--- src/hw/rtl/ps2mq_pkg.sv ---
package ps2mq_pkg;

    localparam int FrameBits  = 11;
    localparam int LinkStates = 19;

    localparam logic [7:0]  ByteAck      = 8'hFA;
    localparam logic [7:0]  ByteSelfTest = 8'hAA;
    localparam logic [15:0] PosCenter    = 16'h8000;
    localparam logic [15:0] PosHighEdge  = 16'h8010;
    localparam logic [15:0] PosLowEdge   = 16'h7FF0;
    localparam logic [15:0] PosStepMask  = 16'hFFF0;

    typedef enum logic [1:0] {
        OP_BIT  = 2'd0,
        OP_TICK = 2'd1,
        OP_CMD  = 2'd2,
        OP_NONE = 2'd3
    } t_opcode;

    typedef enum logic [2:0] {
        RP_IDLE   = 3'd0,
        RP_RESET  = 3'd1,
        RP_READ   = 3'd2,
        RP_STREAM = 3'd3,
        RP_REMOTE = 3'd4,
        RP_RATE   = 3'd5,
        RP_RATE2  = 3'd6,
        RP_WRAP   = 3'd7
    } t_reply;

    // bit position of each state is its external link_state number
    typedef enum logic [LinkStates-1:0] {
        ST_IDLE       = 19'h00001,
        ST_RESET      = 19'h00002,
        ST_RESET_ACK  = 19'h00004,
        ST_SELFTEST   = 19'h00008,
        ST_READ       = 19'h00010,
        ST_READ0      = 19'h00020,
        ST_READ1      = 19'h00040,
        ST_READ2      = 19'h00080,
        ST_STREAM_CMD = 19'h00100,
        ST_REMOTE_CMD = 19'h00200,
        ST_RATE       = 19'h00400,
        ST_RATE_ACK   = 19'h00800,
        ST_RATE2      = 19'h01000,
        ST_REMOTE     = 19'h02000,
        ST_STREAM0    = 19'h04000,
        ST_STREAM1    = 19'h08000,
        ST_STREAM2    = 19'h10000,
        ST_WRAP_CMD   = 19'h20000,
        ST_WRAP       = 19'h40000
    } t_link_state;

    typedef struct packed {
        logic       done;
        logic [7:0] data;
    } t_rx_byte;

    typedef struct packed {
        logic       valid;
        logic [7:0] b0;
        logic [7:0] b1;
        logic [7:0] b2;
    } t_pkt_evt;

    function automatic logic [1:0] gray2(input logic [1:0] v);
        gray2 = {v[1], v[1] ^ v[0]};
    endfunction

    function automatic logic [4:0] link_code(input t_link_state s);
        logic [4:0] c;
        c = '0;
        for (int i = 0; i < LinkStates; i++) begin
            if (s[i]) begin
                c = c | 5'(i);
            end
        end
        link_code = c;
    endfunction

    function automatic t_link_state reply_state(input logic [2:0] r);
        t_link_state s;
        case (t_reply'(r))
            RP_IDLE:   s = ST_IDLE;
            RP_RESET:  s = ST_RESET;
            RP_READ:   s = ST_READ;
            RP_STREAM: s = ST_STREAM_CMD;
            RP_REMOTE: s = ST_REMOTE_CMD;
            RP_RATE:   s = ST_RATE;
            RP_RATE2:  s = ST_RATE2;
            RP_WRAP:   s = ST_WRAP_CMD;
            default:   s = ST_IDLE;
        endcase
        reply_state = s;
    endfunction

endpackage

--- src/hw/rtl/ps2_mouse_to_quadrature_core.sv ---
// An input transfer is held in the input register and its result is then
// loaded into the output register, from which it can transfer.
// Throughput: one item per cycle unless the result register stalls; the
// state update for an item is a single pass of logic between the input register and the result register.
// A full input register is held whenever the result register is full and stalled.
// Reset (synchronous, active low) empties both registers, returns the link to
// idle, clears frame and packet state and centers all positions at 0x8000.
module ps2_mouse_to_quadrature_core
    import ps2mq_pkg::*;
(
    input  logic       i_clk,
    input  logic       i_rst_n,
    input  logic       i_in_valid,
    output logic       o_in_stall,
    input  logic [1:0] i_opcode,
    input  logic       i_data_bit,
    input  logic [2:0] i_expected_reply,
    output logic       o_out_valid,
    input  logic       i_out_stall,
    output logic [1:0] o_quad_x,
    output logic [1:0] o_quad_y,
    output logic       o_left_button_n,
    output logic       o_right_button_n,
    output logic       o_mouse_ready,
    output logic [4:0] o_link_state,
    output logic       o_byte_done,
    output logic [7:0] o_last_byte
);

    logic       r_in_valid;
    logic [1:0] r_opcode;
    logic       r_data_bit;
    logic [2:0] r_reply;

    logic       r_out_valid;
    logic [1:0] r_quad_x, r_quad_y;
    logic       r_left_n, r_right_n, r_ready, r_done;
    logic [4:0] r_link;
    logic [7:0] r_last;

    logic       advance, en;
    t_rx_byte   rx;
    t_pkt_evt   pkt;
    logic [7:0] last_byte;
    logic [4:0] link;
    logic       ready;
    logic [1:0] buttons;
    logic [1:0] quad_x, quad_y;

    assign advance    = !r_out_valid || !i_out_stall;
    assign en         = r_in_valid && advance;
    assign o_in_stall = r_in_valid && !advance;

    ps2mq_rx u_rx (
        .i_clk       (i_clk),
        .i_rst_n     (i_rst_n),
        .i_en        (en),
        .i_opcode    (r_opcode),
        .i_data_bit  (r_data_bit),
        .o_rx        (rx),
        .o_last_byte (last_byte)
    );

    ps2mq_link u_link (
        .i_clk            (i_clk),
        .i_rst_n          (i_rst_n),
        .i_en             (en),
        .i_opcode         (r_opcode),
        .i_expected_reply (r_reply),
        .i_rx             (rx),
        .o_pkt            (pkt),
        .o_link_state     (link),
        .o_ready          (ready),
        .o_buttons        (buttons)
    );

    ps2mq_pos u_pos (
        .i_clk    (i_clk),
        .i_rst_n  (i_rst_n),
        .i_en     (en),
        .i_opcode (r_opcode),
        .i_pkt    (pkt),
        .o_quad_x (quad_x),
        .o_quad_y (quad_y)
    );

    always_ff @(posedge i_clk) begin
        if (!i_rst_n) begin
            r_in_valid <= 1'b0;
        end else if (!o_in_stall) begin
            r_in_valid <= i_in_valid;
        end
    end

    always_ff @(posedge i_clk) begin
        if (!o_in_stall && i_in_valid) begin
            r_opcode   <= i_opcode;
            r_data_bit <= i_data_bit;
            r_reply    <= i_expected_reply;
        end
    end

    always_ff @(posedge i_clk) begin
        if (!i_rst_n) begin
            r_out_valid <= 1'b0;
        end else if (advance) begin
            r_out_valid <= r_in_valid;
        end
    end

    // load the result of the item that updates state in this cycle
    always_ff @(posedge i_clk) begin
        if (en) begin
            r_quad_x  <= quad_x;
            r_quad_y  <= quad_y;
            r_left_n  <= !buttons[0];
            r_right_n <= !buttons[1];
            r_ready   <= ready;
            r_link    <= link;
            r_done    <= rx.done;
            r_last    <= last_byte;
        end
    end

    assign o_out_valid      = r_out_valid;
    assign o_quad_x         = r_quad_x;
    assign o_quad_y         = r_quad_y;
    assign o_left_button_n  = r_left_n;
    assign o_right_button_n = r_right_n;
    assign o_mouse_ready    = r_ready;
    assign o_link_state     = r_link;
    assign o_byte_done      = r_done;
    assign o_last_byte      = r_last;

endmodule

--- src/hw/rtl/ps2mq_rx.sv ---
module ps2mq_rx
    import ps2mq_pkg::*;
(
    input  logic           i_clk,
    input  logic           i_rst_n,
    input  logic           i_en,
    input  logic [1:0]     i_opcode,
    input  logic           i_data_bit,
    output t_rx_byte       o_rx,
    output logic [7:0]     o_last_byte
);

    logic [FrameBits-1:0] r_shift, n_shift;
    logic [3:0]           r_count, n_count;
    logic [7:0]           r_held, n_held;
    logic [3:0]           count_inc;
    logic [FrameBits-1:0] shift_in;
    logic                 rx_done;

    assign count_inc = r_count + 4'd1;
    assign shift_in  = {i_data_bit, r_shift[FrameBits-1:1]};

    always_comb begin
        n_shift = r_shift;
        n_count = r_count;
        n_held  = r_held;
        rx_done = 1'b0;
        if (i_en) begin
            case (t_opcode'(i_opcode))
                OP_BIT: begin
                    n_shift = shift_in;
                    n_count = count_inc;
                    if (count_inc >= 4'(FrameBits)) begin
                        n_count = '0;
                        n_held  = shift_in[8:1];
                        rx_done = 1'b1;
                    end
                end
                OP_CMD: begin
                    n_shift = '0;
                    n_count = '0;
                end
                default: ;
            endcase
        end
    end

    assign o_rx        = {rx_done, n_held};
    assign o_last_byte = n_held;

    always_ff @(posedge i_clk) begin
        if (!i_rst_n) begin
            r_shift <= '0;
            r_count <= '0;
            r_held  <= '0;
        end else begin
            r_shift <= n_shift;
            r_count <= n_count;
            r_held  <= n_held;
        end
    end

endmodule

--- src/hw/rtl/ps2mq_link.sv ---
module ps2mq_link
    import ps2mq_pkg::*;
(
    input  logic           i_clk,
    input  logic           i_rst_n,
    input  logic           i_en,
    input  logic [1:0]     i_opcode,
    input  logic [2:0]     i_expected_reply,
    input  t_rx_byte       i_rx,
    output t_pkt_evt       o_pkt,
    output logic [4:0]     o_link_state,
    output logic           o_ready,
    output logic [1:0]     o_buttons
);

    t_link_state r_state, n_state;
    logic [7:0]  r_pkt0, n_pkt0;
    logic [7:0]  r_pkt1, n_pkt1;
    logic [7:0]  r_pkt2, n_pkt2;
    logic        r_ready, n_ready;
    logic        is_ack;
    logic [7:0]  b;
    logic        pkt_valid;

    assign b      = i_rx.data;
    assign is_ack = (b == ByteAck);

    always_comb begin
        n_state   = r_state;
        n_pkt0    = r_pkt0;
        n_pkt1    = r_pkt1;
        n_pkt2    = r_pkt2;
        n_ready   = r_ready;
        pkt_valid = 1'b0;
        if (i_en) begin
            case (t_opcode'(i_opcode))
                OP_CMD: n_state = reply_state(i_expected_reply);
                OP_BIT: begin
                    if (i_rx.done) begin
                        case (r_state)
                            ST_STREAM0: begin
                                n_pkt0  = b;
                                n_state = ST_STREAM1;
                            end
                            ST_STREAM1: begin
                                n_pkt1  = b;
                                n_state = ST_STREAM2;
                            end
                            ST_STREAM2: begin
                                n_pkt2    = b;
                                n_state   = ST_STREAM0;
                                pkt_valid = 1'b1;
                            end
                            ST_RESET:      n_state = is_ack ? ST_RESET_ACK : ST_IDLE;
                            ST_RESET_ACK: begin
                                if (b == ByteSelfTest) begin
                                    n_state = ST_SELFTEST;
                                end
                            end
                            ST_SELFTEST: begin
                                if (b == 8'h00) begin
                                    n_ready = 1'b1;
                                end
                                n_state = ST_IDLE;
                            end
                            ST_READ:       n_state = is_ack ? ST_READ0 : ST_IDLE;
                            ST_READ0: begin
                                n_pkt0  = b;
                                n_state = ST_READ1;
                            end
                            ST_READ1: begin
                                n_pkt1  = b;
                                n_state = ST_READ2;
                            end
                            ST_READ2: begin
                                n_pkt2  = b;
                                n_state = ST_IDLE;
                            end
                            ST_STREAM_CMD: n_state = is_ack ? ST_STREAM0 : ST_IDLE;
                            ST_REMOTE_CMD: n_state = is_ack ? ST_REMOTE : ST_IDLE;
                            ST_RATE: begin
                                if (is_ack) begin
                                    n_state = ST_RATE_ACK;
                                end
                            end
                            ST_RATE2: begin
                                if (is_ack) begin
                                    n_state = ST_IDLE;
                                end
                            end
                            ST_WRAP_CMD: begin
                                if (is_ack) begin
                                    n_state = ST_WRAP;
                                end
                            end
                            default: ;
                        endcase
                    end
                end
                default: ;
            endcase
        end
    end

    // packet bytes as seen before this byte, plus the new third byte
    assign o_pkt = {pkt_valid, r_pkt0, r_pkt1, b};

    assign o_link_state = link_code(n_state);
    assign o_ready      = n_ready;
    assign o_buttons    = n_pkt0[1:0];

    always_ff @(posedge i_clk) begin
        if (!i_rst_n) begin
            r_state <= ST_IDLE;
            r_pkt0  <= '0;
            r_pkt1  <= '0;
            r_pkt2  <= '0;
            r_ready <= 1'b0;
        end else begin
            r_state <= n_state;
            r_pkt0  <= n_pkt0;
            r_pkt1  <= n_pkt1;
            r_pkt2  <= n_pkt2;
            r_ready <= n_ready;
        end
    end

endmodule

--- src/hw/rtl/ps2mq_pos.sv ---
module ps2mq_pos
    import ps2mq_pkg::*;
(
    input  logic           i_clk,
    input  logic           i_rst_n,
    input  logic           i_en,
    input  logic [1:0]     i_opcode,
    input  t_pkt_evt       i_pkt,
    output logic [1:0]     o_quad_x,
    output logic [1:0]     o_quad_y
);

    logic [15:0] r_out_x, n_out_x;
    logic [15:0] r_out_y, n_out_y;
    logic [15:0] r_tgt_x, n_tgt_x;
    logic [15:0] r_tgt_y, n_tgt_y;
    logic [15:0] dx_hi, dx_lo, dy_hi, dy_lo;
    logic [15:0] rc_out_x, rc_out_y, rc_tgt_x, rc_tgt_y;
    logic [15:0] mv_x, mv_y;

    assign dx_hi = (r_out_x - PosCenter) & PosStepMask;
    assign dx_lo = (PosCenter - r_out_x) & PosStepMask;
    assign dy_hi = (r_out_y - PosCenter) & PosStepMask;
    assign dy_lo = (PosCenter - r_out_y) & PosStepMask;

    assign mv_x = {{8{i_pkt.b0[4]}}, i_pkt.b1};
    assign mv_y = {{8{i_pkt.b0[5]}}, i_pkt.b2};

    // recenter both positions in steps of 16 before applying the packet movement
    always_comb begin
        rc_out_x = r_out_x;
        rc_tgt_x = r_tgt_x;
        rc_out_y = r_out_y;
        rc_tgt_y = r_tgt_y;
        if (r_out_x >= PosHighEdge) begin
            rc_out_x = r_out_x - dx_hi;
            rc_tgt_x = r_tgt_x - dx_hi;
        end else if (r_out_x < PosLowEdge) begin
            rc_out_x = r_out_x + dx_lo;
            rc_tgt_x = r_tgt_x + dx_lo;
        end
        if (r_out_y >= PosHighEdge) begin
            rc_out_y = r_out_y - dy_hi;
            rc_tgt_y = r_tgt_y - dy_hi;
        end else if (r_out_y <= PosLowEdge) begin
            rc_out_y = r_out_y + dy_lo;
            rc_tgt_y = r_tgt_y + dy_lo;
        end
    end

    always_comb begin
        n_out_x = r_out_x;
        n_out_y = r_out_y;
        n_tgt_x = r_tgt_x;
        n_tgt_y = r_tgt_y;
        if (i_en) begin
            case (t_opcode'(i_opcode))
                OP_TICK: begin
                    if (r_out_x < r_tgt_x) begin
                        n_out_x = r_out_x + 16'd1;
                    end else if (r_out_x > r_tgt_x) begin
                        n_out_x = r_out_x - 16'd1;
                    end
                    if (r_out_y < r_tgt_y) begin
                        n_out_y = r_out_y + 16'd1;
                    end else if (r_out_y > r_tgt_y) begin
                        n_out_y = r_out_y - 16'd1;
                    end
                end
                OP_BIT: begin
                    if (i_pkt.valid) begin
                        n_out_x = rc_out_x;
                        n_out_y = rc_out_y;
                        n_tgt_x = rc_tgt_x - mv_x;
                        n_tgt_y = rc_tgt_y + mv_y;
                    end
                end
                default: ;
            endcase
        end
    end

    assign o_quad_x = gray2(n_out_x[1:0]);
    assign o_quad_y = gray2(n_out_y[1:0]);

    always_ff @(posedge i_clk) begin
        if (!i_rst_n) begin
            r_out_x <= PosCenter;
            r_out_y <= PosCenter;
            r_tgt_x <= PosCenter;
            r_tgt_y <= PosCenter;
        end else begin
            r_out_x <= n_out_x;
            r_out_y <= n_out_y;
            r_tgt_x <= n_tgt_x;
            r_tgt_y <= n_tgt_y;
        end
    end

endmodule
--- config.mk ---
export PLATFORM = sky130hd
export DESIGN_NAME = ps2_mouse_to_quadrature_core
export DESIGN_NICKNAME = d
export VERILOG_FILES = /design/src/hw/rtl/ps2mq_pkg.sv /design/src/hw/rtl/ps2_mouse_to_quadrature_core.sv /design/src/hw/rtl/ps2mq_rx.sv /design/src/hw/rtl/ps2mq_link.sv /design/src/hw/rtl/ps2mq_pos.sv
export SDC_FILE = /design/constraint.sdc
export NUM_CORES = 1
export LEC_CHECK = 0
export BUFFER_PORTS_ARGS = -buffer_cell sky130_fd_sc_hd__buf_2
export CAP_MARGIN = 40
export CORE_ASPECT_RATIO = 0.7
export CORE_MARGIN = 8
export CORE_UTILIZATION = 24
export DETAILED_ROUTE_END_ITERATION = 12
export GPL_ROUTABILITY_DRIVEN = 0
export HOLD_SLACK_MARGIN = 0.15
export PLACE_DENSITY = 0.36
export SETUP_SLACK_MARGIN = 0.5
export SYNTH_ARGS = -nofsm -noshare
export SYNTH_HDL_FRONTEND = slang
export SYNTH_SLANG_ARGS = --single-unit
--- constraint.sdc ---
create_clock -name i_clk -period 12.5 [get_ports i_clk]
set_input_delay 0.625 -clock i_clk [delete_from_list [all_inputs] [get_ports i_clk]]
set_output_delay 0.625 -clock i_clk [all_outputs]
set_load 0.01 [all_outputs]
# [Yosys cells after proc, flatten, opt, wreduce, memory -nomap -nowiden]
# Memory sizes are Yosys's and may differ from the RTL's. A register that Yosys moved wholly into a read port is not among the register bits.
# Index checks and enable logic that the tools add are counted.
[classes] magnitude_cmp=9 add_sub_neg=19 eq_ne=30 bitwise_logic=2 mux=70 reduce_logical=25
[ops] op="19-bit one-hot mux with 14 select lines" count=1
[ops] op="16-bit 2-to-1 mux" count=14
[ops] op="19-bit 2-to-1 mux" count=6
[ops] op="16-bit adder" count=5
[ops] op="16-bit subtractor" count=5
[ops] op="16-bit one-hot mux with 2 select lines" count=2
[ops] op="19-bit one-hot mux with 2 select lines" count=1
[ops] op="4-bit 2-to-1 mux" count=9
[ops] op="16-bit by 1-bit adder with 16-bit output, second input constant" count=2
[ops] op="16-bit greater-or-equal comparator, second input constant" count=2
[ops] op="16-bit > comparator" count=2
[ops] op="16-bit < comparator" count=2
[ops] op="16-bit by 1-bit subtractor with 16-bit output, second input constant" count=2
[ops] op="16-bit subtractor, first input constant" count=2
[ops] op="16-bit subtractor, second input constant" count=2
[ops] op="8-bit 2-to-1 mux" count=3
[ops] op="11-bit one-hot mux with 2 select lines" count=1
[ops] op="19-bit by 10-bit equality test with 1-bit output, second input constant" count=1
[ops] op="19-bit by 11-bit equality test with 1-bit output, second input constant" count=1
[ops] op="19-bit by 13-bit equality test with 1-bit output, second input constant" count=1
[ops] op="19-bit by 15-bit equality test with 1-bit output, second input constant" count=1
[ops] op="19-bit by 16-bit equality test with 1-bit output, second input constant" count=1
[ops] op="19-bit by 17-bit equality test with 1-bit output, second input constant" count=1
[ops] op="19-bit by 18-bit equality test with 1-bit output, second input constant" count=1
[ops] op="42 further kinds" count=87
[totals] mem_count=1 input_bits=10 output_inout_bits=23 mem_bits_ro=64 word_cells=186 ff_bits=150
[memory_table] memory="(no name shown)" words=8 word_bits=8 read_ports=1 rd_ports_with_merged_regs=1 wr=0 line_no="ps2mq_pkg.sv:83" text="case (t_reply'(r))"

# [Logic depth before layout (Yosys ltp)]
[logic_depth] depth_word=28 ltp_mapped=28 ltp_nobuf=27

# [Cells and area by module]
# Synthesis repeated with hierarchy kept, for this count alone.
[unflattened] hier_cells=1876 area_unflattened_um2=14566.5
[by_module_without_submodules] mod="ps2mq_pos" seq_area_each_um2=1281.2 n_inst=1 area_per_inst_um2=10219.8 cells_each=1425
[by_module_without_submodules] mod="ps2mq_link" seq_area_each_um2=720.7 n_inst=1 area_per_inst_um2=2313.5 cells_each=287
[by_module_without_submodules] mod="ps2mq_rx" seq_area_each_um2=420.4 n_inst=1 area_per_inst_um2=1131.1 cells_each=127
[by_module_without_submodules] mod="ps2_mouse_to_quadrature_core" seq_area_each_um2=850.8 n_inst=1 area_per_inst_um2=902.1 cells_each=37

# [Least setup slack after synthesis]
# Ideal clock, no wire load.
[synth_timing] path_type="register to register" from="register u_pos.r_out_y[0]" to="register u_pos.r_tgt_y[15]" n_path_buf=1 path_stages_with_launch=25 path_slack_ns=7.747 required_time_ns=12.366 setup_time_ns=0.134 arrival_ns=4.619 period_less_slack_ns=4.753 cell_sequence="dfxtp_1 > clkbuf_1 > inv_1 > ha_1 > nor3b_1 > nand4_1 > xnor2_1 > ha_1 > or2_2 > a21oi_1 > nor3_1 > nor2_1 > xnor2_1 > o22ai_1 > a21oi_1 > ha_1 > and2_1 > o21ai_0 > o31ai_1 > o21ai_0 > nand2b_1 > a21oi_1 > xnor3_1 > nor2_1 > o21ai_0"
[synth_via] elab_chain_cells=5 elab_cells_between_ends=9 cone_classes="add/sub (5); order compare (2); mux (2)"
[synth_rtl] item="start, declared" line_no="ps2mq_pos.sv:14" text="logic [15:0] r_out_y, n_out_y;"
[synth_rtl] item="start signal, assigned" line_no="ps2mq_pos.sv:89" text="r_out_y <= PosCenter;"
[synth_rtl] item="start signal, assigned" line_no="ps2mq_pos.sv:94" text="r_out_y <= n_out_y;"
[synth_rtl] item="16-bit subtractor" line_no="ps2mq_pos.sv:24" text="assign dy_lo = (PosCenter - r_out_y) & PosStepMask;"
[synth_rtl] item="16-bit adder" line_no="ps2mq_pos.sv:47" text="rc_tgt_y = r_tgt_y + dy_lo;"
[synth_rtl] item="16-bit 2-to-1 mux" line_no="ps2mq_pos.sv:45" text="end else if (r_out_y <= PosLowEdge) begin"
[synth_rtl] item="16-bit 2-to-1 mux *" line_no="ps2mq_pos.sv:42" text="if (r_out_y >= PosHighEdge) begin"
[synth_rtl] item="16-bit adder *" line_no="ps2mq_pos.sv:75" text="n_tgt_y = rc_tgt_y + mv_y;"
[synth_rtl] item="end signal, assigned" line_no="ps2mq_pos.sv:91" text="r_tgt_y <= PosCenter;"
[synth_rtl] item="end signal, assigned" line_no="ps2mq_pos.sv:96" text="r_tgt_y <= n_tgt_y;"
[synth_rtl] item="end, declared" line_no="ps2mq_pos.sv:16" text="logic [15:0] r_tgt_y, n_tgt_y;"
# Mark *: on every way between the ends. The rest lies on a longest branch, timed or not.
# A chain may end at the register's enable or synchronous reset.

# [Worst setup path after layout]
# Same ends and word-level chain as after synthesis.

==> summary.md <==
| Metric | Value |
|---|---|
| Minimum clock period | between 5000 and 6000 ps |
| FF+latch area | between 3000 and 4000 um^2 |
| Inserted Clock Buffers | 17 |
| CTS tree | done |
| Gate power share | a little over three fifths |
| Flop pwr share | 18.3% |
| Critical R2R Launch | u_pos.r_out_y[0] |
| Crit-path max cell delay | approximately 720 ps |
| Number of synthesized flops with an enable pin | 27 |
| # clock sinks | 154 |
| Final setup margin | 6800 ps |
| Worst setup SP type | flip-flop |
| Post-placement cell count | approximately 2600 |
| Post-synthesis register bit count | around 150 |
| Setup TNS | 0 ps |
| Share of the yosys chip area belonging to registers | 24.1% |
| Peak VDD IR | 97.3 uV |
| Area after DPL | 15000 um^2 |
| Final ANT Viol Nets | 0 |
| # fillers | between 6000 and 7000 |
| Core area | 57900 um^2 |
| Rel. slew slack | between 40 and 50% |
| Clock Pin Slew Worst Setup and Hold Paths | 70 ps |
| Hold_sp | i_opcode[0] |
| Setup Fix Bufs, Post-CTS | 0 |
| Post-synth top area share | 18.3% |
| Drt total wl | 49000 um |
| Asr flop ratio synth | 0% |
| Min Hold Slack | 355 ps |
| First-pass GRT wire length | 76300 um |
| Max Clock Freq | 0.176 GHz |
| Power share of the clock group | 18.6% |
| Pre-antenna DRT Iters | 5 |
| GRT Util Overall | 14.5% |
| Chip height | 218 um |
| Synthesized Nets | between 1500 and 2000 |
| Synth cell count leaders | 201 x nor2_1, 193 x nand2_1, 149 x a21oi_1, 132 x ha_1, 127 x dfxtp_1 |
| Final hold vios | 0 |
| Worst EP arrival | 6000 ps |
| Initial Util | 24.1% |
| I/O pins | 33 |
| DRT iter0 DRCs | 972 |
| Share of layout cells above drive strength 1 | 6.70% |
| Final global-route overflow total | 0 |
| Die width | about 300 um |
| Cell taking the most area after synthesis | dfxtp_1 |
| Cell area after layout | 15500 um^2 |
| Worst setup path category | reg2reg |
| Slowest stage cell, crit path | nor3b_1 |
| # diodes | 0 |
| Largest net degree at the start of global routing | 44 |
| Switch share | 46.4% |
| Layout Cells excl Fill | 2611 |
| Prevailing post-synth register cell | dfxtp_1 |
| Required @ worst endpoint | between 10000 and 15000 ps |
| CTS resizes | 0 |
| Syn. warnings | 0 |
| Clock Latency Late Sink | 460 ps |
| Count leader, synth | nor2_1 |
| Mapped Avg Cell Area | roughly 7.5 um^2 |
| Mean number of vias per cell | 5.08 |
| DRC errors left | 0 |
| Cell area after synthesis | around 14000 um^2 |
| Wire per inst | 18.8 um |
| Yosys cell types | 79 |
| Post-DP HPWL | around 38000 um |
| Area Growth Syn to Fin | 11.6% |
| Largest cells by area after synthesis | dfxtp_1 18%, ha_1 12%, xnor2_1 6.7%, edfxtp_1 5.8%, nor2_1 5.4% |
| Leakage Power | 6.13 nW |
| Worst Path Max Fanout | 9 |
| Clock Skew | between 20 and 25 ps |
| Total number of vias | 13300 |
| Crit path from | u_pos.r_out_y[0] |
| # rows | 74 |
| Mapped Cells | 1847 |
| Multi-input logic area | 9850 um^2 |
| CP Cell Sequence | inv_1 > ha_1 > nor3b_1 > nand2_1 > xnor2_1 > ha_1 > o21ai_0 > o21bai_1 > a21oi_1 > xor2_1 > a221oi_1 > ha_1 > or3_1 > a211oi_1 > o31ai_1 > o21ai_0 > nand2b_1 > a21oi_1 > xnor3_1 > nor2_1 > o21ai_0 |
| Nets | 1988 |
| Unrepaired setup endpoints after global routing | false |
| CTS Hold Bufs | 0 |
| H-tree levels | 4 |
| Worst slew pin tran | approximately 890 ps |
| CTS Root Cell | clkbuf_16 |
| Max clock buf depth | 2 |
| Pint | ~1.6 mW |
| Max_cap viols | 0 |
| Full die area | 66100 um^2 |
| Vias in the first global route | 12600 |
| Max Transition Viols Final | 0 |
| CP Capture Type | flip-flop |
| Final Setup Violations | 0 |
| Outcome | completed |
| I/O Buffers | 32 |
| Crit share post-route | 45.6% |
| Antenna violations before repair | 2 |
| Power Dens Cells | about 190 nW/um^2 |
| Hold Crit Class | in2reg |
| Dpl ws | 6880 ps |
| Switching power | 1.35 mW |
==> area by class of cell <==
cell class                 instances  area share (%)
multi-input combinational       1498            63.3
sequential                       154            21.6
tap                              760            6.12
clock buffer                      20            3.07
timing repair buffer              64            2.64
inverter                         103            2.49
clock inverter                    12           0.757
==> cell families (layout without fill, tap and decap cells) <==
group	after synthesis	after routing	synth area share [%]
flip-flops	154	154	24.1
AND/OR/NAND/NOR	711	711	24.5
AO/OA/AOI/OAI	490	490	22.9
XOR/XNOR	142	142	9.03
adder cells (fa/ha/maj)	140	140	13.0
multiplexers	15	15	1.10
buffers and inverters	195	199	5.34
==> layout by cell type, fill, tap and decap left out, drive strengths merged, types with 20 or more instances in the layout <==
master / Yosys / routed
xor2: 35 / 35
a21oi: 150 / 150
and2: 27 / 27
buf: 10 / 63
or3: 28 / 28
o211ai: 21 / 21
clkbuf: 82 / 20
nor2: 201 / 201
nand3: 58 / 58
nand2: 193 / 193
ha: 132 / 132
a21o: 27 / 27
nand4: 26 / 26
dfxtp: 127 / 127
o21ai: 95 / 95
nor3: 51 / 51
nor2b: 24 / 24
xnor2: 106 / 106
inv: 101 / 109
edfxtp: 27 / 27
==> metrics by stage <==
stage	total power, mW	util, %
6_report	2.92	26.9
5_1_grt	3.18	26.9
3_5_place_dp	2.38	25.8
2_1_floorplan	1.93	-
4_1_cts	2.95	26.9
3_3_place_gp	2.38	25.7
==> path summary, 6_finish.rpt <==
check / end / slack (ps) / cells after the start
setup / recovery: u_pos.r_tgt_y[15] / 6800 / 21
hold / removal: r_opcode[0] / 360 / 1
setup reg to reg: u_pos.r_tgt_y[15] / 6800 / 21
hold reg to reg: u_pos.r_tgt_x[3] / 490 / 2
==> critical path: cells and delay by family (launching register included) <==
family | cells | cell delay, ps
adders and majority gates | 3 | 820
buffers and inverters | 1 | 140
AOI/OAI and AO/OA | 9 | 1660
xor gates and xnor gates | 3 | 860
DFF | 1 | 390
and+or+nand+nor | 5 | 1670
==> power groups by stage <==
| stage | sequential [mW] | clock, mW | combinational (mW) |
|---|---|---|---|
| after floorplan | 0.536 | 0 | 1.39 |
| after global placement | 0.546 | 0 | 1.83 |
| after detailed placement | 0.546 | 0 | 1.84 |
| after CTS | 0.535 | 0.565 | 1.85 |
| after global routing | 0.537 | 0.586 | 2.06 |
| final | 0.535 | 0.542 | 1.84 |
==> metal layers <==
layer  global-route usage (%)  vias to the layer above  part of all wire, %
met1                     22.6                     6337                   56
met3                     2.68                       33                  4.3
li1                         -                     6648                    -
met4                     2.94                        2                  1.0
met5                        0                        -                0.027
met2                     20.2                      240                   39
==> registers in the layout (all words and copies together), names as in the netlist, 2 cells and up, named ones only <==
| register | count |
|---|---|
| o_last_byte | 8 |
| u_pos.r_out_y | 16 |
| u_pos.r_tgt_x | 16 |
| u_rx.r_shift | 9 |
| u_pos.r_tgt_y | 16 |
| u_link.r_pkt1 | 8 |
| o_quad_x | 2 |
| u_rx.r_held | 8 |
| u_pos.r_out_x | 16 |
| u_rx.r_count | 4 |
| r_reply | 3 |
| r_opcode | 2 |
| o_quad_y | 2 |
| u_link.r_state | 19 |
| u_link.r_pkt0 | 4 |
| o_link_state | 5 |
No activity file was read; power rests on OpenSTA's default activity.
